$ cat config.mk
export PLATFORM = sky130hd
export DESIGN_NAME = mute_gain_ramp_unit
export DESIGN_NICKNAME = d
export VERILOG_FILES = /design/src/sv/mgr_pkg.sv /design/src/sv/mgr_div.sv /design/src/sv/mute_gain_ramp_unit.sv
export SDC_FILE = /design/constraint.sdc
export NUM_CORES = 1
export LEC_CHECK = 0
export BUFFER_PORTS_ARGS = -buffer_cell sky130_fd_sc_hd__buf_4
export CAP_MARGIN = 20
export CELL_PAD_IN_SITES_DETAIL_PLACEMENT = 1
export CELL_PAD_IN_SITES_GLOBAL_PLACEMENT = 1
export CORE_MARGIN = 4
export CORE_UTILIZATION = 54
export DETAILED_ROUTE_END_ITERATION = 12
export PLACE_DENSITY = 0.95
export SYNTH_ARGS = -nofsm -noshare
export SYNTH_HDL_FRONTEND = slang
export SYNTH_SLANG_ARGS = --single-unit
$ cat constraint.sdc
create_clock -name i_clk -period 20.8 [get_ports i_clk]
set_input_delay 1.04 -clock i_clk [delete_from_list [all_inputs] [get_ports i_clk]]
set_output_delay 1.04 -clock i_clk [all_outputs]
set_load 0.05 [all_outputs]
$ cat src/sv/mgr_pkg.sv
// shared types, codes and reset constants for the mute gain ramp unit
`default_nettype none

package mgr_pkg;

    localparam int SAMPLE_BITS_DEFAULT = 24;
    localparam int COUNT_BITS_DEFAULT  = 12;

    localparam int DOWN_LENGTH_RESET = 64;
    localparam int UP_LENGTH_RESET   = 256;
    localparam int DEAD_LENGTH_RESET = 0;

    localparam int OP_BITS  = 2;
    localparam int CFG_BITS = 2;

    localparam logic [OP_BITS-1:0] OP_SAMPLE   = 2'd0;
    localparam logic [OP_BITS-1:0] OP_FADE_IN  = 2'd1;
    localparam logic [OP_BITS-1:0] OP_FADE_OUT = 2'd2;

    localparam logic [CFG_BITS-1:0] CFG_DOWN_LENGTH = 2'd0;
    localparam logic [CFG_BITS-1:0] CFG_UP_LENGTH   = 2'd1;
    localparam logic [CFG_BITS-1:0] CFG_DEAD_LENGTH = 2'd2;
    localparam logic [CFG_BITS-1:0] CFG_HALTED      = 2'd3;

    typedef enum logic [2:0] {
        MODE_DOWN_DEAD = 3'd0,
        MODE_UP_DEAD   = 3'd1,
        MODE_UP        = 3'd2,
        MODE_DOWN      = 3'd3,
        MODE_OFF       = 3'd4
    } t_mode;

    typedef enum logic [2:0] {
        ST_IDLE,
        ST_MUL,
        ST_DIV,
        ST_OUT
    } t_state;

endpackage

`default_nettype wire

$ cat src/sv/mgr_div.sv
// serial restoring divider, one quotient bit per cycle
`default_nettype none

module mgr_div
    import mgr_pkg::*;
#(
    parameter int DIVIDEND_BITS = SAMPLE_BITS_DEFAULT + COUNT_BITS_DEFAULT,
    parameter int DIVISOR_BITS  = COUNT_BITS_DEFAULT
) (
    input  wire logic                     i_clk,
    input  wire logic                     i_rst_n,
    input  wire logic                     i_start,
    input  wire logic [DIVIDEND_BITS-1:0] i_dividend,
    input  wire logic [DIVISOR_BITS-1:0]  i_divisor,
    output logic                          o_done,
    output logic [DIVIDEND_BITS-1:0]      o_quotient
);

    localparam int CNT_BITS = $clog2(DIVIDEND_BITS + 1);

    logic                     r_busy;
    logic                     r_done;
    logic [CNT_BITS-1:0]      r_cnt;
    logic [DIVIDEND_BITS-1:0] r_quo;
    logic [DIVISOR_BITS-1:0]  r_rem;
    logic [DIVISOR_BITS-1:0]  r_div;

    logic [DIVISOR_BITS:0]    shifted;
    logic                     fits;
    logic [DIVISOR_BITS:0]    diff;

    assign shifted = {r_rem, r_quo[DIVIDEND_BITS-1]};
    assign fits    = shifted >= {1'b0, r_div};
    assign diff    = shifted - {1'b0, r_div};

    always_ff @(posedge i_clk) begin
        if (!i_rst_n) begin
            r_busy <= 1'b0;
            r_done <= 1'b0;
            r_cnt  <= '0;
        end else begin
            r_done <= 1'b0;
            if (i_start) begin
                r_busy <= 1'b1;
                r_cnt  <= '0;
            end else if (r_busy) begin
                r_cnt <= r_cnt + CNT_BITS'(1);
                if (r_cnt == CNT_BITS'(DIVIDEND_BITS - 1)) begin
                    r_busy <= 1'b0;
                    r_done <= 1'b1;
                end
            end
        end
    end

    always_ff @(posedge i_clk) begin
        if (i_start) begin
            r_quo <= i_dividend;
            r_rem <= '0;
            r_div <= i_divisor;
        end else if (r_busy) begin
            r_quo <= {r_quo[DIVIDEND_BITS-2:0], fits};
            r_rem <= fits ? diff[DIVISOR_BITS-1:0] : shifted[DIVISOR_BITS-1:0];
        end
    end

    assign o_done     = r_done;
    assign o_quotient = r_quo;

endmodule

`default_nettype wire

$ cat src/sv/mute_gain_ramp_unit.sv
// top level of the mute gain ramp unit: ramp control, scaling sequencer and stream ports
//
// De-click fader on a signed audio sample stream. Sample items are muted, held
// silent, faded in, faded out or passed according to the ramp mode; fade-in and
// fade-out command items arm the ramp and give no result. A sample that must be
// scaled passes through a multiply state and then the serial divider, one quotient
// bit per cycle, that forms trunc(sample * count / length). Other sample items
// skip both and go straight to the output state; command items leave the input
// open. The output register lets the next item in while a result waits to be
// taken.
`default_nettype none

module mute_gain_ramp_unit
    import mgr_pkg::*;
#(
    parameter  int SAMPLE_BITS = SAMPLE_BITS_DEFAULT,
    parameter  int COUNT_BITS  = COUNT_BITS_DEFAULT,
    localparam int IN_BITS     = ((SAMPLE_BITS + 7) / 8) * 8,
    localparam int OUT_BITS    = ((SAMPLE_BITS + 7) / 8) * 8
) (
    input  wire logic                  i_clk,
    input  wire logic                  i_rst_n,
    input  wire logic                  i_s_tvalid,
    output logic                       o_s_tready,
    input  wire logic [IN_BITS-1:0]    i_s_tdata,   // sample_in
    input  wire logic [OP_BITS-1:0]    i_s_tuser,   // opcode
    input  wire logic                  i_s_tlast,
    output logic                       o_m_tvalid,
    input  wire logic                  i_m_tready,
    output logic [OUT_BITS-1:0]        o_m_tdata,   // sample_out
    output logic                       o_m_tlast,
    output logic [2:0]                 o_m_tuser,   // mode_out
    input  wire logic                  i_cfg_valid,
    output logic                       o_cfg_ready,
    input  wire logic [CFG_BITS-1:0]   i_cfg_index,
    input  wire logic [COUNT_BITS-1:0] i_cfg_data
);

    localparam int PROD_BITS = SAMPLE_BITS + COUNT_BITS;
    localparam logic [PROD_BITS-1:0] NEG_LIMIT = PROD_BITS'(1) << (SAMPLE_BITS - 1);
    localparam logic [PROD_BITS-1:0] POS_LIMIT = NEG_LIMIT - PROD_BITS'(1);

    t_state                 r_state, n_state;
    t_mode                  r_mode;
    logic [COUNT_BITS-1:0]  r_count;
    logic [COUNT_BITS-1:0]  r_down_len;
    logic [COUNT_BITS-1:0]  r_up_len;
    logic [COUNT_BITS-1:0]  r_dead_len;
    logic                   r_halted;

    logic [SAMPLE_BITS-1:0] r_res_sample;
    logic                   r_res_last;
    logic                   r_neg;
    logic [SAMPLE_BITS-1:0] r_mag;
    logic [COUNT_BITS-1:0]  r_num;
    logic [COUNT_BITS-1:0]  r_den;

    logic                   r_out_valid;
    logic [SAMPLE_BITS-1:0] r_out_sample;
    logic                   r_out_last;
    t_mode                  r_out_mode;

    logic [OP_BITS-1:0]     in_op;
    logic [SAMPLE_BITS-1:0] in_sample;
    logic                   in_accept;
    logic                   out_free;
    logic                   out_load;
    logic                   div_start;
    logic                   div_done;
    logic [PROD_BITS-1:0]   div_quo;
    logic [PROD_BITS-1:0]   product;
    logic [SAMPLE_BITS-1:0] sat_sample;

    t_mode                  d_mode;
    logic [COUNT_BITS-1:0]  d_count;
    logic                   d_result;
    logic                   d_scale;
    logic [SAMPLE_BITS-1:0] d_direct;
    logic [COUNT_BITS-1:0]  d_num;
    logic [COUNT_BITS-1:0]  d_den;

    assign in_op     = i_s_tuser;
    assign in_sample = i_s_tdata[SAMPLE_BITS-1:0];
    assign in_accept = i_s_tvalid && o_s_tready;
    assign out_free  = !r_out_valid || i_m_tready;

    // item decode: ramp mode and count update, scaling request
    always_comb begin
        logic [COUNT_BITS-1:0] clamp;
        logic [COUNT_BITS:0]   dead_next;
        logic [COUNT_BITS:0]   up_next;
        clamp     = (r_count < r_down_len) ? r_count : r_down_len;
        dead_next = {1'b0, r_count} + (COUNT_BITS+1)'(1);
        up_next   = '0;
        d_mode    = r_mode;
        d_count   = r_count;
        d_result  = 1'b0;
        d_scale   = 1'b0;
        d_direct  = '0;
        d_num     = r_count;
        d_den     = r_up_len;
        case (in_op)
            OP_FADE_IN: begin
                if (!r_halted) begin
                    d_mode  = MODE_UP_DEAD;
                    d_count = '0;
                end
            end
            OP_FADE_OUT: begin
                if (r_mode != MODE_DOWN_DEAD && r_mode != MODE_DOWN) begin
                    if (clamp == '0) begin
                        d_mode = MODE_DOWN_DEAD;
                    end else begin
                        d_mode  = MODE_DOWN;
                        d_count = clamp;
                    end
                end
            end
            OP_SAMPLE: begin
                d_result = 1'b1;
                if (r_mode == MODE_UP_DEAD) begin
                    if (dead_next > {1'b0, r_dead_len}) begin
                        d_mode  = MODE_UP;
                        d_count = '0;
                    end else begin
                        d_count = dead_next[COUNT_BITS-1:0];
                    end
                end
                up_next = {1'b0, d_count} + (COUNT_BITS+1)'(1);
                if (d_mode == MODE_UP) begin
                    d_count = up_next[COUNT_BITS-1:0];
                    if (up_next >= {1'b0, r_up_len}) begin
                        d_mode   = MODE_OFF;
                        d_direct = in_sample;
                    end else begin
                        d_scale = 1'b1;
                        d_num   = up_next[COUNT_BITS-1:0];
                        d_den   = r_up_len;
                    end
                end else if (d_mode == MODE_DOWN) begin
                    if (d_count <= COUNT_BITS'(1)) begin
                        d_count = '0;
                        d_mode  = MODE_DOWN_DEAD;
                    end else begin
                        d_count = d_count - COUNT_BITS'(1);
                        d_num   = d_count;
                        d_den   = r_down_len;
                        d_scale = r_down_len != '0;
                    end
                end else if (d_mode == MODE_OFF) begin
                    d_direct = in_sample;
                end
            end
            default: ;
        endcase
    end

    // sequencer next state
    always_comb begin
        n_state = r_state;
        case (r_state)
            ST_IDLE: begin
                if (in_accept && d_result) begin
                    n_state = d_scale ? ST_MUL : ST_OUT;
                end
            end
            ST_MUL: n_state = ST_DIV;
            ST_DIV: begin
                if (div_done) begin
                    n_state = ST_OUT;
                end
            end
            ST_OUT: begin
                if (out_free) begin
                    n_state = ST_IDLE;
                end
            end
            default: n_state = ST_IDLE;
        endcase
    end

    // sequencer outputs
    always_comb begin
        o_s_tready = 1'b0;
        div_start  = 1'b0;
        out_load   = 1'b0;
        case (r_state)
            ST_IDLE: o_s_tready = i_rst_n;
            ST_MUL:  div_start  = 1'b1;
            ST_OUT:  out_load   = out_free;
            default: ;
        endcase
    end

    assign product = {{COUNT_BITS{1'b0}}, r_mag} * {{SAMPLE_BITS{1'b0}}, r_num};

    mgr_div #(
        .DIVIDEND_BITS (PROD_BITS),
        .DIVISOR_BITS  (COUNT_BITS)
    ) u_div (
        .i_clk      (i_clk),
        .i_rst_n    (i_rst_n),
        .i_start    (div_start),
        .i_dividend (product),
        .i_divisor  (r_den),
        .o_done     (div_done),
        .o_quotient (div_quo)
    );

    always_comb begin
        if (r_neg) begin
            sat_sample = (div_quo > NEG_LIMIT) ? NEG_LIMIT[SAMPLE_BITS-1:0]
                                               : -div_quo[SAMPLE_BITS-1:0];
        end else begin
            sat_sample = (div_quo > POS_LIMIT) ? POS_LIMIT[SAMPLE_BITS-1:0]
                                               : div_quo[SAMPLE_BITS-1:0];
        end
    end

    always_ff @(posedge i_clk) begin
        if (!i_rst_n) begin
            r_state     <= ST_IDLE;
            r_mode      <= MODE_DOWN_DEAD;
            r_count     <= '0;
            r_down_len  <= COUNT_BITS'(DOWN_LENGTH_RESET);
            r_up_len    <= COUNT_BITS'(UP_LENGTH_RESET);
            r_dead_len  <= COUNT_BITS'(DEAD_LENGTH_RESET);
            r_halted    <= 1'b1;
            r_out_valid <= 1'b0;
        end else begin
            r_state <= n_state;
            if (in_accept) begin
                r_mode  <= d_mode;
                r_count <= d_count;
            end
            if (i_cfg_valid) begin
                case (i_cfg_index)
                    CFG_DOWN_LENGTH: r_down_len <= i_cfg_data;
                    CFG_UP_LENGTH:   r_up_len   <= i_cfg_data;
                    CFG_DEAD_LENGTH: r_dead_len <= i_cfg_data;
                    CFG_HALTED:      r_halted   <= i_cfg_data[0];
                    default: ;
                endcase
            end
            if (out_load) begin
                r_out_valid <= 1'b1;
            end else if (i_m_tready) begin
                r_out_valid <= 1'b0;
            end
        end
    end

    always_ff @(posedge i_clk) begin
        if (in_accept && d_result) begin
            r_res_sample <= d_direct;
            r_res_last   <= i_s_tlast;
            r_neg        <= in_sample[SAMPLE_BITS-1];
            r_mag        <= in_sample[SAMPLE_BITS-1] ? (~in_sample + SAMPLE_BITS'(1)) : in_sample;
            r_num        <= d_num;
            r_den        <= d_den;
        end else if (r_state == ST_DIV && div_done) begin
            r_res_sample <= sat_sample;
        end
        if (out_load) begin
            r_out_sample <= r_res_sample;
            r_out_last   <= r_res_last;
            r_out_mode   <= r_mode;
        end
    end

    assign o_cfg_ready = i_rst_n;
    assign o_m_tvalid  = r_out_valid;
    assign o_m_tdata   = OUT_BITS'(r_out_sample);
    assign o_m_tlast   = r_out_last;
    assign o_m_tuser   = r_out_mode;

endmodule

`default_nettype wire

==> impl_metrics.py, run 1 <==
metrics = {
    "run_status": {
        "status": "finished clean",
    },
    "logic_synthesis": {
        "netlist_area_um2": 21800,
        "synth-edff-count": 150,
        "synth.avg_cell_area_um2": 9.21,
        "synth_async_sr_flop_share_pct": 0,
        "syn-num-nets": 2765,
        "ys_types": 89,
        "synthFlopType": "edfxtp_1",
        "synth-seq-area-share_pct": 27.6,
        "syn_inst": 2365,
        "yosys_warnings": 0,
        "yosys_register_bits": 225,
    },
    "critical_path": {
        "reg2regPathDepth": 26,
        "r2r-start": "r_count[0]",
        "critPathLaunch": "r_count[0]",
        "r2r_end": "r_num[7]",
        "critPathCaptureType": "flop",
        "cp-start-kind": "flop",
        "path_max_fanout": 15,
        "r2r_slack_ns": 12.21,
        "crit_type": "reg2reg",
        "worstPathRequired_ns": 21.10,
        "arrival_ns": 8.89,
    },
    "power": {
        "comb_power_share_pct": 58.9,
        "switchingPower_mw": 1.33,
        "ir_worst_vdd_mv": 0.0774,
        "pwr-share-seq_pct": 24.6,
        "swShare_pct": 47.1,
        "clockPowerShare_pct": 16.5,
        "powerDensity_nw_per_um2": 119,
        "leakage_nw": 9.96,
        "intPower_mw": 1.49,
    },
    "detailed_routing": {
        "vias_per_cell": 6.62,
        "drt_wl_total_um": 80400,
        "ant_nets": 0,
        "post_drt_wl_per_cell_um": 27.6,
        "drc": 0,
        "drt-initial-drc-count": 2033,
        "via_count": 19300,
        "firstDrtPassIters": 5,
    },
    "global_routing": {
        "grt_pass1_wl_um": 123000,
        "grt_start_max_net_pins": 87,
        "grt_pass1_vias": 21200,
        "grtUsageTotal_pct": 35.6,
        "antenna_found_initial": 5,
        "grt-ovfl-total": 0,
    },
    "worst_hold_path": {
        "worstHoldStart": "r_den[2]",
        "holdPathStages": 0,
        "hold_end": "u_div.r_div[2]",
        "hold_path_class": "reg2reg",
    },
    "clock_tree": {
        "cts_buffer_depth": 3,
        "worstSkewPairLatency_ns": 0.57,
        "post_cts_resized": 0,
        "cts_setup_buffers": 0,
        "cts_buffers": 25,
        "htreeDepth": 1,
        "cts_tree": "built",
        "cts_root_buffer": "clkbuf_16",
        "holdBufCountCts": 0,
        "clkTransAtPathRegs_ns": 0.07,
        "numClockSinks": 225,
    },
    "final_layout": {
        "layout_commonest_cell": "nand2_1",
        "nNetsFinal": 2769,
        "drive_gt1_share_pct": 8.79,
        "most-common-layout-cells": "391 x nand2_1, 283 x inv_1, 221 x fa_1",
        "final_util_pct": 59.4,
        "area_growth_pct": 8.60,
        "fin_cells": 2919,
        "fill_cells": 4511,
        "final_cell_area_um2": 23700,
    },
    "floorplanning": {
        "die_w_um": 209,
        "fp.dieArea_um2": 43600,
        "initial_utilization_pct": 54.7,
        "rows": 73,
        "ioPinCount": 77,
        "fp.dieH_um": 209,
        "core_um2": 39800,
    },
    "timing": {
        "finalCritPeriodShare_pct": 41.3,
        "min_period_ns": 8.59,
        "hold_viol": 0,
        "slew_headroom_pct": 19.3,
        "setup_tns_ns": 0,
        "setup_violations": 0,
        "tightest_slew_ns": 1.21,
        "hold-worst-slack_ns": 0.416,
        "slew_viol_final": 0,
        "rsz0062_at_grt": "false",
        "fin_worst_skew_ns": 0.0203,
        "fmax_ghz": 0.116,
    },
    "job": {
        "cap_violations": 0,
    },
    "placement": {
        "dp_cells": 2862,
        "hpwlAfterDp_um": 57500,
        "port_buffers": 76,
        "place_area_um2": 22700,
        "gp_congestion": 0.985,
    },
}
-- cells by family (layout without fill, tap and decap cells) --
logic type	Yosys count	in the layout	share of synthesized area, %
other	0	6	0
multiplexers	48	48	2.36
AO/OA/AOI/OAI	425	425	13.2
buffers and inverters	406	429	7.20
AND/OR/NAND/NOR	814	814	18.0
flip-flops	225	225	27.6
adder cells (fa/ha/maj)	354	354	27.9
XOR/XNOR	93	93	3.74
-- area by class of cell --
type / count / area (um2) / share of cell area (%)
timing repair buffer: 99 / 847 / 3.58
antenna: 6 / 15.0 / 0.0634
clock buffer: 32 / 652 / 2.75
inverter: 284 / 1070 / 4.50
multi-input combinational: 1734 / 14200 / 60.2
clock inverter: 14 / 173 / 0.730
sequential: 225 / 6010 / 25.4
tap: 525 / 657 / 2.78
-- cells in the mapped netlist (all sizes together) (6+ instances only) --
cell type  count  area share [%]
a2111oi        7            0.31
a211oi        22            0.76
a21o          24            0.83
a21oi        116             2.7
a221o         13            0.60
a221oi         8            0.35
a31o           6            0.24
a31oi         21            0.60
and2          86             2.5
and4           7            0.28
buf           24            0.62
clkbuf        98             1.7
dfxtp         75             6.9
edfxtp       150              21
fa           221              20
ha           133             7.6
inv          284             4.9
mux2          27             1.4
mux2i         21            0.96
nand2        392             6.8
nand2b        13            0.37
nand3         42            0.96
nand3b         7            0.30
nand4         21            0.63
nor2         107             1.9
nor2b         13            0.37
nor3          41             1.0
nor4          23            0.75
nor4b          7            0.28
o211ai        12            0.41
o21a           7            0.24
o21ai         78             1.8
o221ai         6            0.24
o22ai         19            0.55
o2bb2ai       25             1.0
o31ai         11            0.38
o41ai          6            0.24
or2           10            0.29
or3           14            0.45
or4            7            0.26
xnor2         75             3.0
xor2          18            0.72
-- metrics by stage --
| stage | setup WS [ns] | total power, mW |
|---|---|---|
| 2_1_floorplan | 13.86 | 1.77 |
| 3_3_place_gp | 12.80 | 2.08 |
| 3_5_place_dp | 12.49 | 2.23 |
| 4_1_cts | 12.39 | 2.77 |
| 5_1_grt | 11.84 | 2.97 |
| 6_report | 12.21 | 2.83 |
-- sequential cells by signal, indices dropped and copies added (netlist names), 2 cells and up --
register and count:
o_m_tdata 24, o_m_tuser 3, r_count 12, r_dead_len 12, r_den 12, r_down_len 12, r_mag 24, r_mode 3
r_num 12, r_res_sample 24, r_state 2, r_up_len 12, u_div.o_quotient 36, u_div.r_cnt 6, u_div.r_div 12, u_div.r_rem 12
-- layer usage --
| metal | global-route usage (%) | wire, um | up-vias |
|---|---|---|---|
| met5 | 0 | 0 | - |
| met4 | 22.1 | 6020 | 0 |
| met3 | 4.64 | 5930 | 385 |
| met2 | 61.5 | 39900 | 1135 |
| met1 | 42.1 | 28600 | 9774 |
| li1 | - | - | 8043 |
-- critical path: stages, from the launching register on --
cell	delay, ns
dfxtp_1	0.62
ha_1	0.49
nand3_1	0.32
o21a_1	0.32
or2_2	0.31
ha_1	0.32
nand4_1	0.10
nor4_1	0.37
o21ai_0	0.22
a21o_1	0.38
nor3_1	0.24
a21oi_1	0.12
inv_1	0.16
ha_1	0.34
or4bb_1	0.51
or3_4	0.36
a32oi_4	0.35
nand3_1	0.12
o211ai_1	0.14
a21oi_1	0.21
ha_1	0.26
or4_1	0.49
o21ai_0	0.35
nand3b_4	0.17
nor3_2	0.53
nor2_1	0.18
a221o_1	0.33
-- worst max path at each step --
| stage | slack, ns | end | cells after the start |
|---|---|---|---|
| after floorplan | 13.86 | r_num[0] | 29 |
| final | 12.21 | r_num[7] | 26 |
| after global placement | 12.80 | r_num[0] | 25 |
| after CTS | 12.39 | r_num[7] | 26 |
| after global routing | 11.84 | r_num[7] | 26 |
| after detailed placement | 12.49 | r_num[7] | 26 |
-- power groups by stage --
stage | registers (mW) | clock network, mW | logic (mW)
2_1_floorplan | 0.659 | 0 | 1.11
3_3_place_gp | 0.683 | 0 | 1.40
3_5_place_dp | 0.691 | 0 | 1.54
4_1_cts | 0.688 | 0.465 | 1.61
5_1_grt | 0.699 | 0.483 | 1.79
6_report | 0.695 | 0.467 | 1.67
Power figures use the tool's default switching activity.
==> inputs of run 2 (changes only) <==
ABC_AREA = 1   (was not set)
CORE_UTILIZATION = 49   (was 54)
PLACE_DENSITY = 0.92   (was 0.95)
clock period = 8.4 ns   (was 20.8 ns; I/O delays follow)
==> run 2 against run 1 <==
Die area up 11%. Critical path type unchanged. Critical endpoint is now u_div.o_quotient[26]. Clock skew increased by 0.019 ns. Power grew to 2.6 times the previous value.
==> impl_metrics.py, run 2 <==
metrics = {
    "run_status": {
        "status": "finished clean",
    },
    "detailed_routing": {
        "post_drt_wl_per_cell_um": 24.7,
        "ant_nets": 0,
        "drt_wl_total_um": 83300,
        "firstDrtPassIters": 5,
        "drc": 0,
        "vias_per_cell": 6.02,
        "via_count": 20300,
        "drt-initial-drc-count": 1684,
    },
    "placement": {
        "gp_congestion": 1.00,
        "port_buffers": 76,
        "place_area_um2": 23100,
        "hpwlAfterDp_um": 61700,
    },
    "clock_tree": {
        "cts_buffer_depth": 3,
        "cts_root_buffer": "clkbuf_16",
        "clkTransAtPathRegs_ns": 0.07,
        "holdBufCountCts": 0,
        "htreeDepth": 1,
        "numClockSinks": 225,
        "cts_buffers": 25,
        "worstSkewPairLatency_ns": 0.58,
        "cts_setup_buffers": 0,
        "cts_tree": "built",
        "post_cts_resized": 0,
    },
    "critical_path": {
        "critPathCaptureType": "flop",
        "crit_type": "reg2reg",
        "worst_path_largest_cell_delay_ns": 1.12,
        "crit_buf_inv": 5,
        "crit_top_cell": "nand2_1",
        "path_max_fanout": 24,
        "r2r-start": "r_num[4]",
        "cp-start-kind": "flop",
        "critPathSlowestCell": "edfxtp_1",
        "arrival_ns": 7.53,
        "critPathLaunch": "r_num[4]",
        "worstPathRequired_ns": 8.72,
        "critPathTopFamily": "adder cells",
    },
    "logic_synthesis": {
        "synth_async_sr_flop_share_pct": 0,
        "syn-num-nets": 3148,
        "syn_inst": 2748,
        "ys_types": 61,
        "synth.avg_cell_area_um2": 8.05,
        "synthFlopType": "edfxtp_1",
        "synth-seq-area-share_pct": 27.1,
        "netlist_area_um2": 22100,
        "synth_common_cells": "709 x nand2_1, 497 x inv_1, 221 x fa_1",
        "yosysMostFrequentCell": "nand2_1",
        "yosys_register_bits": 225,
        "yosys.area.top_type": "edfxtp_1",
        "netlist.area_leader.share_pct": 20.3,
        "synthTopCellsByArea": "edfxtp_1 20%, fa_1 20%, nand2_1 12%",
        "synth-edff-count": 150,
        "yosys_warnings": 0,
    },
    "timing": {
        "slew_headroom_pct": 22.3,
        "setup_violations": 0,
        "fin_worst_skew_ns": 0.0388,
        "rsz0062_at_grt": "false",
        "setup_tns_ns": 0,
        "slew_viol_final": 0,
        "min_period_ns": 7.21,
        "finalCritPeriodShare_pct": 85.8,
        "fmax_ghz": 0.139,
        "tightest_slew_ns": 1.17,
        "hold_viol": 0,
    },
    "final_layout": {
        "largest_reg_flops": 36,
        "nNetsFinal": 3159,
        "final_util_pct": 53.9,
        "area_growth_pct": 8.18,
        "final_cell_area_um2": 23900,
        "drive_gt1_share_pct": 8.24,
        "most-common-layout-cells": "709 x nand2_1, 497 x inv_1, 221 x fa_1",
        "layout_commonest_cell": "nand2_1",
        "antenna_cells": 0,
        "fill_cells": 5437,
    },
    "global_routing": {
        "grt_start_max_net_pins": 63,
        "grt-ovfl-total": 0,
        "grt_pass1_vias": 22700,
        "grtUsageTotal_pct": 34.4,
        "antenna_found_initial": 1,
        "grt_pass1_wl_um": 129000,
    },
    "worst_hold_path": {
        "hold_path_class": "in2reg",
        "worstHoldStart": "i_s_tlast",
    },
    "power": {
        "switchingPower_mw": 3.73,
        "comb_power_share_pct": 61.2,
        "clockPowerShare_pct": 16.6,
        "intPower_mw": 3.57,
        "powerDensity_nw_per_um2": 305,
        "ir_worst_vdd_mv": 0.208,
        "pwr-share-seq_pct": 22.2,
        "leakage_nw": 11.5,
        "swShare_pct": 51.1,
    },
    "floorplanning": {
        "die_w_um": 221,
        "fp.dieArea_um2": 48600,
        "core_um2": 44400,
        "initial_utilization_pct": 49.8,
        "ioPinCount": 77,
        "fp.dieH_um": 221,
        "rows": 77,
    },
    "job": {
        "cap_violations": 0,
    },
}
==> run 2: cell types whose count changed in the layout (fill, tap and decap cells not counted), sizes merged, moves of 16 or more <==
cell	before	now
nand3	42	111
xor2	18	53
nand2	392	734
xnor2	75	19
a211oi	22	0
nor4	23	7
a21o	24	2
nor2	107	143
o2bb2ai	25	0
o21ai	78	184
mux2	27	0
mux2i	21	0
and2	86	2
inv	287	514
==> run 2: final timing paths <==
path | slack [ns] | end | depth (start not counted)
setup / recovery | 1.19 | u_div.o_quotient[26] | 25
hold / removal | 0.03 | r_res_last | 1
setup reg to reg | 1.19 | u_div.o_quotient[26] | 25
hold reg to reg | 0.42 | u_div.r_div[11] | 0
==> run 2: per-layer routing <==
| layer | global-route usage, % | wire [um] | vias to the layer above |
|---|---|---|---|
| met5 | 0 | 16 | - |
| met4 | 25.7 | 7820 | 2 |
| met3 | 6.00 | 5800 | 491 |
| met2 | 59.3 | 40500 | 1150 |
| met1 | 38.1 | 29100 | 9960 |
| li1 | - | - | 8692 |
==> run 2: cells by family (layout without fill, tap and decap cells) <==
logic type | after synthesis | after routing | share of synthesized area, %
AO/OA/AOI/OAI | 407 | 407 | 10.7
XOR/XNOR | 72 | 72 | 2.85
adder cells (fa/ha/maj) | 354 | 354 | 27.5
buffers and inverters | 619 | 649 | 10.9
flip-flops | 225 | 225 | 27.1
AND/OR/NAND/NOR | 1071 | 1071 | 20.9
==> run 2: stage by stage <==
stage	std cells	power [mW]	worst slack, ns	hold WS [ns]
after floorplan	2748	4.36	2.80	0.400
after global placement	3324	5.42	1.93	0.401
after detailed placement	3324	5.76	1.52	0.411
after CTS	3370	7.13	1.44	0.0243
after global routing	3370	7.67	0.923	0.0335
final	3370	7.30	1.19	0.0270
==> run 2: area by class of cell <==
cell class / instances / area, um2 / area share, %
Inverter: 514 / 1940 / 8.10
Timing Repair Buffer: 89 / 668 / 2.79
Clock buffer: 29 / 641 / 2.68
Tap cell: 592 / 741 / 3.09
Sequential cell: 225 / 6010 / 25.1
Multi-Input combinational cell: 1904 / 13700 / 57.3
Clock inverter: 17 / 228 / 0.951
==> run 2: worst reg2reg max path, delay by kind of cell (launching register included) <==
family                     cells  cell delay [ns]
adders and majority gates      6             2.38
AOI/OAI and AO/OA              5             1.60
and+or+nand+nor                9             1.60
DFF                            1             1.12
buffers and inverters          5             0.30
==> run 2: power by group through the flow <==
stage / sequential [mW] / clock (mW) / combinational (mW)
2_1_floorplan: 1.57 / 0 / 2.80
3_3_place_gp: 1.61 / 0 / 3.81
3_5_place_dp: 1.63 / 0 / 4.13
4_1_cts: 1.61 / 1.21 / 4.31
5_1_grt: 1.63 / 1.26 / 4.77
6_report: 1.62 / 1.21 / 4.47
==> inputs of run 3 (changes only) <==
CORE_ASPECT_RATIO = 0.6   (was not set)
HOLD_SLACK_MARGIN = 0.15   (was not set)
==> run 3 against run 2 <==
Core utilization grew 0.47 points. Clock power shrank 12%. Register-to-register slack worse by 0.10 ns. Setup slack worse by 0.10 ns. Die area rose by 0.23%. Wire length down 0.99%. Design area hardly changed. Global-route usage fell by 1.2 points. Combinational power fell by 6.9%. Worst hold slack improved by 0.15 ns. First-iteration DRC count up 36%. Critical path type unchanged.
==> impl_metrics.py, run 3 (synthesis results as in run 2) <==
metrics = {
    "detailed_routing": {
        "post_drt_wl_per_cell_um": 24.5,
        "via_count": 19900,
        "drc": 0,
        "vias_per_cell": 5.92,
        "firstDrtPassIters": 5,
        "ant_nets": 0,
        "drt_wl_total_um": 82500,
        "drt-initial-drc-count": 2298,
    },
    "run_status": {
        "status": "finished clean",
    },
    "worst_hold_path": {
        "worstHoldStart": "i_cfg_data[0]",
        "holdPathStages": 3,
        "hold_path_class": "in2reg",
    },
    "clock_tree": {
        "clkTransAtPathRegs_ns": 0.07,
        "worstSkewPairLatency_ns": 0.56,
        "post_cts_resized": 0,
        "htreeDepth": 1,
        "cts_root_buffer": "clkbuf_16",
        "cts_buffers": 24,
        "numClockSinks": 225,
        "cts_tree": "built",
        "cts_buffer_depth": 3,
    },
    "timing": {
        "tightest_slew_ns": 1.16,
        "setup_violations": 0,
        "slew_headroom_pct": 22.7,
        "min_period_ns": 7.32,
        "fmax_ghz": 0.137,
        "hold-worst-slack_ns": 0.175,
        "setup_tns_ns": 0,
        "hold_viol": 0,
        "fin_ws_ns": 1.08,
        "finalCritPeriodShare_pct": 87.1,
        "fin_worst_skew_ns": 0.0228,
        "rsz0062_at_grt": "false",
        "slew_viol_final": 0,
    },
    "placement": {
        "place_ws_ns": 1.29,
        "gp_congestion": 1.02,
        "hpwlAfterDp_um": 64600,
        "port_buffers": 76,
    },
    "global_routing": {
        "antenna_found_initial": 0,
        "grt-ovfl-total": 0,
        "grt_pass1_wl_um": 125000,
        "grtUsageTotal_pct": 33.2,
        "grt_pass1_vias": 21100,
        "grt_start_max_net_pins": 63,
    },
    "floorplanning": {
        "rows": 59,
        "fp.dieArea_um2": 48800,
        "ioPinCount": 77,
        "core_um2": 44000,
        "die_w_um": 282,
        "fp.dieH_um": 173,
        "initial_utilization_pct": 50.3,
    },
    "critical_path": {
        "r2r_end": "r_res_sample[11]",
        "reg2regPathDepth": 34,
        "crit_type": "reg2reg",
        "critPathCapture": "r_res_sample[11]",
        "r2r_slack_ns": 1.08,
        "critPathCaptureType": "flop",
        "r2r-start": "r_count[0]",
        "worst_path_largest_cell_delay_ns": 0.66,
        "critPathLaunch": "r_count[0]",
        "critPathSlowestCell": "dfxtp_1",
        "arrival_ns": 7.59,
        "worstPathRequired_ns": 8.68,
        "path_max_fanout": 22,
        "cp-start-kind": "flop",
    },
    "final_layout": {
        "most-common-layout-cells": "709 x nand2_1, 497 x inv_1, 221 x fa_1",
        "multi_input_area_um2": 13700,
        "largest_reg_flops": 36,
        "layout_commonest_cell": "nand2_1",
        "area_growth_pct": 8.11,
        "fill_cells": 5318,
        "nNetsFinal": 3167,
        "ff_latch_area_um2": 6010,
        "drive_gt1_share_pct": 8.22,
    },
    "power": {
        "leakage_nw": 11.5,
        "ir_worst_vdd_mv": 0.256,
        "powerDensity_nw_per_um2": 287,
        "power_mw": 6.87,
    },
    "job": {
        "cap_violations": 0,
    },
}
## run 3: changes by cell type in the layout (fill, tap and decap cells not counted), sizes merged
cell | previous run | this run
buf | 89 | 94
bufinv | 5 | 0
clkbuf | 29 | 35
clkinv | 11 | 10
diode | 0 | 1
dlygate4sd3 | 0 | 4
inv | 514 | 512
## run 3: what timing repair did
item                                   CTS  global route
hold buffers                             4             0
endpoints found under the hold margin    4             0
setup buffers                            0             0
## run 3: area by class of cell
class / count / share of cell area (%)
Clock buffer: 35 / 2.85
Multi-Input combinational cell: 1904 / 57.4
Sequential cell: 225 / 25.1
Clock inverter: 9 / 0.267
Tap cell: 579 / 3.03
Antenna cell: 1 / 0.0105
Timing Repair Buffer: 98 / 3.23
Inverter: 514 / 8.10
## run 3: through the flow
step / area, um2 / util, % / cells
floorplan: 22100 / - / 2748
global placement: 23100 / 52.5 / 3313
detailed placement: 23100 / 52.5 / 3313
CTS: 23900 / 54.3 / 3361
global route: 23900 / 54.4 / 3364
finish: 23900 / 54.4 / 3365
## run 3: worst max-delay path: cells and delay by family, from the launching register on
kind / cells / cell delay, ns
fa+ha+maj: 4 / 1.21
buf+inv: 2 / 0.39
flops: 1 / 0.66
simple gates: 22 / 2.96
compound gates: 4 / 1.27
xor+xnor: 2 / 0.51
## run 3: worst min-delay path by stage
stage | to | slack [ns]
floorplan | o_m_tdata[0] | 0.40
global placement | u_div.r_div[9] | 0.40
detailed placement | u_div.r_div[5] | 0.41
CTS | r_up_len[0] | 0.15
global route | r_mag[16] | 0.18
finish | r_up_len[0] | 0.17
## run 3: power by group
| group | internal, mW | switching [mW] |
|---|---|---|
| registers | 1.42 | 0.215 |
| logic | 1.39 | 2.77 |
| clock network | 0.570 | 0.501 |
## run 3: per-layer routing
metal  vias up  track usage (%)  wire (um)
li1       8713                -          -
met1     10000             47.3      35000
met2      1015             50.2      35700
met3       181             8.14       8930
met4         0             10.4       2920
met5         -                0          0
